**config.mk**
```make
export PLATFORM = sky130hd
export DESIGN_NAME = telemetry_frame_builder
export DESIGN_NICKNAME = d
export VERILOG_FILES = /design/src/rtl/tfb_pkg.sv /design/src/rtl/tfb_frame_calc.sv /design/src/rtl/tfb_out_buf.sv /design/src/rtl/telemetry_frame_builder.sv
export VERILOG_INCLUDE_DIRS = /design/src /design/src/rtl
export SDC_FILE = /design/constraint.sdc
export NUM_CORES = 1
export LEC_CHECK = 0
export BUFFER_PORTS_ARGS = -buffer_cell sky130_fd_sc_hd__buf_2
export CAP_MARGIN = 20
export CORE_ASPECT_RATIO = 0.9
export CORE_MARGIN = 1
export CORE_UTILIZATION = 50
export CTS_CLUSTER_SIZE = 40
export DETAILED_ROUTE_END_ITERATION = 6
export GPL_TIMING_DRIVEN = 0
export PLACE_DENSITY_LB_ADDON = 0.12
export SYNTH_ARGS = -nofsm -noshare
export SYNTH_HDL_FRONTEND = slang
export SYNTH_SLANG_ARGS = --single-unit
```
**constraint.sdc**
```tcl
create_clock -name clk -period 11.29 [get_ports clk]
set_clock_uncertainty 0.05 [all_clocks]
set_input_delay 2.258 -clock clk [delete_from_list [all_inputs] [get_ports clk]]
set_output_delay 2.258 -clock clk [all_outputs]
set_load 0.005 [all_outputs]
```
**src/rtl/assert_macros.svh**
```systemverilog
// assertion helpers shared by the rtl
`ifndef ASSERT_MACROS_SVH
`define ASSERT_MACROS_SVH

// property must hold at every edge outside reset
`define ASSERT_PROP(lbl, clk, rst_n, prop) \
  lbl: assert property (@(posedge clk) disable iff (!rst_n) (prop)) \
    else $error("assertion failed");

// condition must never be seen outside reset
`define ASSERT_NEVER(lbl, clk, rst_n, cond) \
  lbl: assert property (@(posedge clk) disable iff (!rst_n) !(cond)) \
    else $error("forbidden condition seen");

`endif

```
**src/rtl/tfb_pkg.sv**
```systemverilog
package tfb_pkg;

  localparam logic [7:0] HDR_BYTE    = 8'hAA;
  localparam logic [7:0] DEST_RESET  = 8'hFF;
  localparam int         MAX_RES     = 6;
  localparam int         CNT_W       = $clog2(MAX_RES + 1);
  localparam int         IDX_W       = $clog2(MAX_RES);
  localparam int         IN_DATA_W   = 24;

  typedef enum logic {
    CMD_START   = 1'b0,
    CMD_PAYLOAD = 1'b1
  } cmd_t;

  typedef struct packed {
    cmd_t       cmd;
    logic [7:0] func_code;
    logic [7:0] payload_length;
    logic [7:0] payload_byte;
  } item_t;

  // bytes of one request's results, first byte in entry 0
  typedef struct packed {
    logic [MAX_RES-1:0][7:0] data;
    logic [CNT_W-1:0]        cnt;
    logic                    chk;
  } grp_t;

endpackage

```
**src/rtl/tfb_frame_calc.sv**
```systemverilog
`include "assert_macros.svh"

module tfb_frame_calc import tfb_pkg::*; (
  input  logic       clk,
  input  logic       rst_n,
  input  logic       cfg_wr_en,
  input  logic [7:0] cfg_wr_data,
  input  item_t      item,
  input  logic       take,
  output grp_t       grp
);

  logic [7:0] dest_r;
  logic       open_r, open_nxt;
  logic [7:0] rem_r, rem_nxt;
  logic [7:0] sum_r, sum_nxt;
  logic [7:0] sos_r, sos_nxt;

  logic [7:0] s1, s2, s3, q1, q2, q3;
  logic [7:0] ps, pq, rem_dec;

  always_comb begin
    s1      = HDR_BYTE + dest_r;
    q1      = HDR_BYTE + s1;
    s2      = s1 + item.func_code;
    q2      = q1 + s2;
    s3      = s2 + item.payload_length;
    q3      = q2 + s3;
    ps      = sum_r + item.payload_byte;
    pq      = sos_r + ps;
    rem_dec = rem_r - 8'd1;

    grp      = '0;
    open_nxt = open_r;
    rem_nxt  = rem_r;
    sum_nxt  = sum_r;
    sos_nxt  = sos_r;

    unique case (item.cmd)
      CMD_START: begin
        grp.data[0] = HDR_BYTE;
        grp.data[1] = dest_r;
        grp.data[2] = item.func_code;
        grp.data[3] = item.payload_length;
        grp.data[4] = s3;
        grp.data[5] = q3;
        grp.chk     = (item.payload_length == 8'd0);
        grp.cnt     = grp.chk ? CNT_W'(6) : CNT_W'(4);
        open_nxt    = !grp.chk;
        rem_nxt     = item.payload_length;
        sum_nxt     = s3;
        sos_nxt     = q3;
      end
      CMD_PAYLOAD: begin
        if (open_r) begin
          grp.data[0] = item.payload_byte;
          grp.data[1] = ps;
          grp.data[2] = pq;
          grp.chk     = (rem_dec == 8'd0);
          grp.cnt     = grp.chk ? CNT_W'(3) : CNT_W'(1);
          open_nxt    = !grp.chk;
          rem_nxt     = rem_dec;
          sum_nxt     = ps;
          sos_nxt     = pq;
        end
      end
      default: begin
        grp = '0;
      end
    endcase
  end

  always_ff @(posedge clk) begin
    if (!rst_n) begin
      dest_r <= DEST_RESET;
      open_r <= 1'b0;
      rem_r  <= '0;
      sum_r  <= '0;
      sos_r  <= '0;
    end else begin
      if (cfg_wr_en) begin
        dest_r <= cfg_wr_data;
      end
      if (take) begin
        open_r <= open_nxt;
        rem_r  <= rem_nxt;
        sum_r  <= sum_nxt;
        sos_r  <= sos_nxt;
      end
    end
  end

  `ASSERT_PROP(a_open_has_rem, clk, rst_n, open_r |-> rem_r != 8'd0)
  `ASSERT_PROP(a_start_opens, clk, rst_n,
    (take && item.cmd == CMD_START && item.payload_length != 8'd0)
      |=> (open_r && rem_r == $past(item.payload_length)))
  `ASSERT_PROP(a_stray_ignored, clk, rst_n,
    (take && item.cmd == CMD_PAYLOAD && !open_r)
      |=> ($stable(sum_r) && $stable(sos_r) && !open_r))

endmodule

```
**src/rtl/tfb_out_buf.sv**
```systemverilog
`include "assert_macros.svh"

module tfb_out_buf import tfb_pkg::*; (
  input  logic       clk,
  input  logic       rst_n,
  input  grp_t       grp,
  input  logic       load,
  output logic       free,
  output logic       out_tvalid,
  input  logic       out_tready,
  output logic [7:0] out_tdata,
  output logic       out_tuser,
  output logic       out_tlast
);

  logic [MAX_RES-1:0][7:0] data_r;
  logic [CNT_W-1:0]        cnt_r;
  logic [IDX_W-1:0]        idx_r;
  logic                    chk_r;
  logic                    last;
  logic                    pop;

  assign out_tvalid = (cnt_r != '0);
  assign last       = (CNT_W'(idx_r) == CNT_W'(cnt_r - CNT_W'(1)));
  assign pop        = out_tvalid && out_tready;
  assign free       = !out_tvalid || (pop && last);
  assign out_tdata  = data_r[idx_r];
  assign out_tlast  = last;
  assign out_tuser  = chk_r && last;

  always_ff @(posedge clk) begin
    if (load) begin
      data_r <= grp.data;
      chk_r  <= grp.chk;
    end
  end

  always_ff @(posedge clk) begin
    if (!rst_n) begin
      cnt_r <= '0;
      idx_r <= '0;
    end else if (load) begin
      cnt_r <= grp.cnt;
      idx_r <= '0;
    end else if (pop && last) begin
      cnt_r <= '0;
      idx_r <= '0;
    end else if (pop) begin
      idx_r <= idx_r + IDX_W'(1);
    end
  end

  `ASSERT_NEVER(a_idx_in_range, clk, rst_n, out_tvalid && CNT_W'(idx_r) >= cnt_r)
  `ASSERT_PROP(a_end_is_last, clk, rst_n, (out_tvalid && out_tuser) |-> out_tlast)
  `ASSERT_PROP(a_load_when_free, clk, rst_n,
    load |-> (!out_tvalid || (pop && last)))

endmodule

```
**src/rtl/telemetry_frame_builder.sv**
```systemverilog
// Telemetry frame builder. A start request (tuser 0) emits the header 0xAA, the destination
// address from cfg_wr_data, the function code and the payload length; each payload request
// (tuser 1) passes its byte through, and after the last payload byte (or right after the
// header for a zero length) the running-sum and sum-of-sums check bytes follow, the last
// (sum-of-sums) check byte flagged on out_tuser. A payload request with no frame open gives
// no output. Input requests are accepted one per cycle into an input register, except while
// that register holds a request the output buffer cannot yet take; each is worked out in a
// single pass. Results leave one byte per cycle through the output buffer while out_tready
// is high. A request makes 4 bytes for a start, 6 for an empty frame, 1 for payload, 3 for
// the final payload byte, 0 for a stray one; tlast marks the last byte of each input request.
module telemetry_frame_builder import tfb_pkg::*; (
  input  logic                 clk,
  input  logic                 rst_n,
  input  logic                 cfg_wr_en,
  input  logic [7:0]           cfg_wr_data,
  input  logic                 in_tvalid,
  output logic                 in_tready,
  input  logic [IN_DATA_W-1:0] in_tdata,   // func_code, payload_length, payload_byte
  input  logic                 in_tuser,   // cmd
  output logic                 out_tvalid,
  input  logic                 out_tready,
  output logic [7:0]           out_tdata,  // out_byte
  output logic                 out_tuser,  // frame_end
  output logic                 out_tlast   // run_last
);

  item_t item_r;
  logic  item_vld_r;
  logic  take;
  logic  free;
  grp_t  grp;

  assign take      = item_vld_r && free;
  assign in_tready = !item_vld_r || take;

  always_ff @(posedge clk) begin
    if (in_tvalid && in_tready) begin
      item_r.cmd            <= cmd_t'(in_tuser);
      item_r.func_code      <= in_tdata[7:0];
      item_r.payload_length <= in_tdata[15:8];
      item_r.payload_byte   <= in_tdata[23:16];
    end
  end

  always_ff @(posedge clk) begin
    if (!rst_n) begin
      item_vld_r <= 1'b0;
    end else if (in_tready) begin
      item_vld_r <= in_tvalid;
    end
  end

  tfb_frame_calc u_calc (
    .clk         (clk),
    .rst_n       (rst_n),
    .cfg_wr_en   (cfg_wr_en),
    .cfg_wr_data (cfg_wr_data),
    .item        (item_r),
    .take        (take),
    .grp         (grp)
  );

  tfb_out_buf u_out (
    .clk        (clk),
    .rst_n      (rst_n),
    .grp        (grp),
    .load       (take && grp.cnt != '0),
    .free       (free),
    .out_tvalid (out_tvalid),
    .out_tready (out_tready),
    .out_tdata  (out_tdata),
    .out_tuser  (out_tuser),
    .out_tlast  (out_tlast)
  );

endmodule
```
# Word-level counts from Yosys, hierarchy flattened
# Cells that the tools add are included.
[op_classes]
add_sub_neg = 11
n_mul = 0
n_div = 0
n_lt_le_gt_ge = 1
n_eq_ne = 2
shift = 0
n_mux = 16
bitwise = 2
reduce_logical = 19
[op_table]
columns = ["operator", "count"]
rows = [
  ["$pmux W28 S2", 1],
  ["$add A8 B8 Y8", 6],
  ["$pmux W8 S2", 3],
  ["$mux W8", 4],
  ["$mux W28", 1],
  ["$bmux W8 S3", 1],
  ["$add A8 B8 Y8 const A", 2],
  ["$logic_not A8 Y1", 2],
  ["$sub A8 B1 Y8 const B", 1],
  ["$logic_and A1 B1 Y1", 6],
  ["$mux W3", 2],
  ["$reduce_bool A3 Y1", 2],
  ["$logic_not A1 Y1", 4],
  ["$lt A3 B4 Y1 const B", 1],
  ["$mux W2", 2],
  ["$add A3 B1 Y3 const B", 1],
  ["$eq A3 B3 Y1", 1],
  ["$reduce_or A3 Y1", 1],
  ["$sub A3 B1 Y3 const B", 1],
  ["$logic_or A1 B1 Y1", 2],
  ["$ne A2 B1 Y1 const B", 1],
  ["$not A1 Y1", 2],
  ["$pmux W1 S2", 1],
  ["$reduce_and A2 Y1", 1],
  ["2 further kinds", 2],
]
[word_totals]
regBits = 114
latchBits = 0
mem_bits_rw = 0
romBits = 0
output_inout_bits = 12
wordCells = 70
n_memories = 0

# Depth between registers and ports, before layout
[depth]
depth_word = 8
depth_mapped = 21
mapped_depth_nobuf = 21

# Modules after synthesis
# Synthesis repeated with hierarchy kept, for this count alone.
[unflattened]
cells_unflattened = 619
area_unflattened_um2 = 6532.5
[by_module_without_submodules]
columns = ["mod", "n_inst", "cells_each", "area_per_inst_um2", "seq_area_each_um2"]
rows = [
  ["tfb_frame_calc", 1, 465, 3525.9, 660.6],
  ["tfb_out_buf", 1, 122, 2185.8, 1591.5],
  ["telemetry_frame_builder", 1, 32, 820.8, 770.7],
]

# Least setup slack after synthesis
# No wires, ideal clock.
[synth_timing]
kind = "in2out"
startpoint = "input port out_tready"
endpoint = "output port in_tready"
arrival_time_ps = 2638
required_time_ps = 8982
path_slack_ps = 6344
path_stages = 3
n_path_buf = 0
path_cell_list = "a41o_1 nand2_1 o211ai_1"
[synth_between]
elab_chain_cells = 5
[synth_lines]
columns = ["element", "line", "text"]
rows = [
  ["from (decl)", "telemetry_frame_builder.sv:21", "input logic out_tready,"],
  ["$logic_and A1 B1 Y1", "tfb_out_buf.sv:25", "assign pop = out_tvalid && out_tready;"],
  ["$logic_and A1 B1 Y1", "tfb_out_buf.sv:26", "assign free = !out_tvalid || (pop && last);"],
  ["$logic_or A1 B1 Y1", "tfb_out_buf.sv:26", ""],
  ["$logic_and A1 B1 Y1", "telemetry_frame_builder.sv:33", "assign take = item_vld_r && free;"],
  ["$logic_or A1 B1 Y1", "telemetry_frame_builder.sv:34", "assign in_tready = !item_vld_r || take;"],
  ["to (decl)", "telemetry_frame_builder.sv:17", "output logic in_tready,"],
]
# No other way between the ends.

# Worst setup path after layout
[layout_timing]
startpoint = "register u_calc.dest_r[1]"
endpoint = "register u_out.data_r[47] in the netlist's numbering, data pin"
[layout_between]
elab_chain_cells = 4
word_cells_on_any_way = 6
classes_between = "add/sub: 6"
[layout_lines]
columns = ["element", "line", "text"]
rows = [
  ["from (decl)", "tfb_frame_calc.sv:13", "logic [7:0] dest_r;"],
  ["from (signal assigned)", "tfb_frame_calc.sv:82", "dest_r <= cfg_wr_data;"],
  ["$add A8 B8 Y8 (*)", "tfb_frame_calc.sv:23", "s1 = HDR_BYTE + dest_r;"],
  ["$add A8 B8 Y8 (on tied branches)", "tfb_frame_calc.sv:24, tfb_frame_calc.sv:25", ""],
  ["$add A8 B8 Y8 (on tied branches)", "tfb_frame_calc.sv:26, tfb_frame_calc.sv:27", ""],
  ["$add A8 B8 Y8 (*)", "tfb_frame_calc.sv:28", "q3 = q2 + s3;"],
  ["to (signal assigned)", "tfb_out_buf.sv:33", "data_r <= grp.data;"],
  ["to (decl)", "tfb_out_buf.sv:16", "logic [MAX_RES-1:0][7:0] data_r;"],
]
# Mark *: on every way between the ends. The rest lies on a longest branch, timed or not.
# A chain may end at the register's enable or synchronous reset.

==> results.cfg <==
[drt]
via_count = 5395
drt-initial-drc-count = 793
drt-total-wl_mm = 19.0
drc = 2
routedWlPerCell_um = 21.1
ant_nets = 0
via_per_inst = 5.98
drt_pass1_iterations = 7

[critical_path]
crit_path_frequent_cell = ha_1
critical_path_class = reg2reg
start_kind = flop
critPathMaxFanout = 8
worst_path_max_delay_cell = fa_1
cp.arrival_ns = 5.59
cpPeakStageDelay_ns = 0.51
crit_chain = a21oi_1 -> xnor2_1 -> ha_1 -> a21oi_1 -> o21ai_0 -> xor2_1 -> ha_1 -> clkbuf_1 -> xor2_1 -> ha_1 -> fa_1 -> inv_1 -> ha_1 -> and2_1 -> a311o_1 -> a21oi_1 -> xnor2_1 -> xnor2_1 -> nor2_1
worst_path_dominant_cell_family = adder cells
critical_path_required_ns = 11.38
end_kind = flop
cp_num_buf_inv = 2

[global_routing]
first_global_vias = 5220
antenna_found_initial = 1
grt_pass1_wl_mm = 29.3
grt-ovfl-total = 0
grt_max_degree = 37
grt_usage_pct = 28.3

[clock_network]
cts_resized = 0
clkSinkCount = 114
cts_setup_buffers = 0
max-clock-path-buffers = 2
cts-root-buf = clkbuf_16
path_clk_slew_ns = 0.06
clk_latency_ns = 0.42
cts_hold_buf = 0
cts_buffers = 17
h-tree-depth = 4
cts_tree = done

[timing]
worst-slew-pin-transition_ns = 0.778
rsz0062_at_grt = no
finalCritPeriodShare_pct = 48.7
slew_headroom_pct = 47.7
hold_slack_ns = 0.423
clock.fmax_mhz = 182
min_period_ns = 5.50
final-hold-violation-count = 0
setup_viol = 0
slew_viol_final = 0
setup_tns_ns = 0

[finish]
fillers = 1148
final_layout_size_suffix_gt1_share_pct = 15.6
finalInstanceArea_um2 = 7960
finalNonFillerCells = 902
utilization_pct = 59.6
area_growth_pct = 16.0
nets = 815

[logic_synthesis]
avgSynthCellArea_um2 = 10.5
synth_seq_area_share_pct = 44.0
synth_warnings = 0
ys_types = 69
synth_edf_count = 74
ys.flop_type = edfxtp_1
async_flop_share_pct = 0
syn_inst = 651
synthesis.nets = 746
synth-seq-cells = 114
syn_area_um2 = 6860

[floorplanning]
coreArea_um2 = 13400
dieHeight_um = 113
die-area_um2 = 14200
start_util_pct = 51.4
num_rows = 40
die_w_um = 126
top_level_ports = 50

[place]
gp_congestion = 0.965
portBuffers = 48
hpwl_mm = 14.6
dpl_cell_area_um2 = 7360
dp_cells = 869

[worst_hold_path]
hp-class = reg2reg

[flow_run]
cap_violations = 0

[pwr]
ir_drop_v = 0.000201
powerDensity_nw_per_um2 = 230
p_leak_nw = 3.27

[status]
violations = design-rule violations
outcome = finished, violations left
## flip-flops by register name, summed over array words and instances, names as in the netlist
| signal | flops |
|---|---|
| u_out.cnt_r | 3 |
| u_out.chk_r | 1 |
| item_vld_r | 1 |
| u_out.idx_r | 3 |
| u_calc.dest_r | 8 |
| item_r | 25 |
| u_calc.sum_r | 8 |
| u_out.data_r | 48 |
| u_calc.rem_r | 8 |
| u_calc.sos_r | 8 |
| u_calc.open_r | 1 |
## per-layer routing
metal	vias up	wire (µm)	GRT usage (%)
met5	-	0	0
met4	0	484	10.9
met3	43	1550	6.95
met2	212	8230	42.5
met1	2603	8780	39.3
li1	2537	-	-
## layout by cell type (no fill, tap or decap), types with 6 or more instances in the layout
master,count
o22ai_1,14
o211ai_1,14
clkbuf_1,17
a21boi_0,6
xnor2_1,25
fa_1,11
nor4_1,7
nand3_1,11
a21o_1,11
ha_1,46
a21oi_1,36
o21a_1,10
xor2_1,13
edfxtp_1,74
a211oi_1,7
nor2b_1,16
nor2_1,31
and2_1,10
dfxtp_1,40
o211a_1,7
clkbuf_16,19
mux2i_1,10
buf_2,55
o21ai_0,36
nand2_1,43
nor3_1,7
inv_1,53
mux4_2,8
## cells in the mapped netlist (11+ instances only)
cell | n | area, µm²
nor2_1 | 31 | 116
dfxtp_1 | 40 | 801
xnor2_1 | 25 | 219
a21oi_1 | 36 | 180
o211ai_1 | 14 | 105
o21ai_0 | 36 | 180
fa_1 | 11 | 220
nand3_1 | 11 | 55.1
inv_1 | 53 | 199
clkbuf_1 | 16 | 60.1
nor2b_1 | 16 | 100
xor2_1 | 13 | 114
a21o_1 | 11 | 82.6
nand2_1 | 43 | 161
ha_1 | 46 | 576
edfxtp_1 | 74 | 2220
o22ai_1 | 14 | 87.6
## area by class of cell
| type | count | area [µm²] | area share [%] |
|---|---|---|---|
| well taps | 168 | 210 | 2.64 |
| diodes | 1 | 2.50 | 0.0314 |
| flip-flops and latches | 114 | 3020 | 38.0 |
| multi-input cells | 453 | 3490 | 43.8 |
| inverters | 55 | 209 | 2.62 |
| clock inverters | 10 | 92.6 | 1.16 |
| plain buffers | 29 | 144 | 1.81 |
| repair buffers | 50 | 288 | 3.61 |
| clock buffers | 22 | 507 | 6.36 |
## power breakdown
group / switching (mW) / total (mW) / internal, mW / leakage (nW)
combinational: 0.450 / 0.773 / 0.323 / 1.94
sequential: 0.0200 / 0.519 / 0.499 / 1.03
clock: 0.198 / 0.539 / 0.341 / 0.298
total: 0.668 / 1.83 / 1.16 / 3.27
## kinds of logic (layout without fill, tap and decap cells)
logic type                 after synthesis  in the layout  share of synthesized area (%)
AOI/OAI and AO/OA                      179            179                           17.6
buffers and inverters                   84            166                           5.14
and+or+nand+nor                        157            157                           11.9
muxes                                   21             21                           4.58
xor gates and xnor gates                39             39                           5.09
adders and majority gates               57             57                           11.6
other                                    0              1                              0
DFF                                    114            114                           44.0
## stage by stage
| step | power [mW] | worst slack [ns] |
|---|---|---|
| after CTS | 1.82 | 5.83 |
| after detailed placement | 1.28 | 5.89 |
| after floorplan | 1.07 | 6.34 |
| final | 1.83 | 5.79 |
| after global routing | 1.93 | 5.48 |
| after global placement | 1.26 | 5.91 |
## final timing paths
kind	end	from	cells after the start	slack, ns
worst max register to register	u_out.data_r[47]	u_calc.dest_r[1]	19	5.79
worst max-delay path	u_out.data_r[47]	u_calc.dest_r[1]	19	5.79
worst min register to register	u_calc.sum_r[2]	u_calc.sum_r[2]	2	0.42
worst min-delay path	u_calc.sum_r[2]	u_calc.sum_r[2]	2	0.42
## worst register-to-register path: stages (launching register included)
cell	delay (ns)
dfxtp_1	0.42
a21oi_1	0.13
xnor2_1	0.41
ha_1	0.34
a21oi_1	0.23
o21ai_0	0.16
xor2_1	0.19
ha_1	0.29
clkbuf_1	0.29
xor2_1	0.21
ha_1	0.29
fa_1	0.51
inv_1	0.04
ha_1	0.33
and2_1	0.16
a311o_1	0.32
a21oi_1	0.18
xnor2_1	0.09
xnor2_1	0.45
nor2_1	0.13
Power figures use the tool's default switching activity.
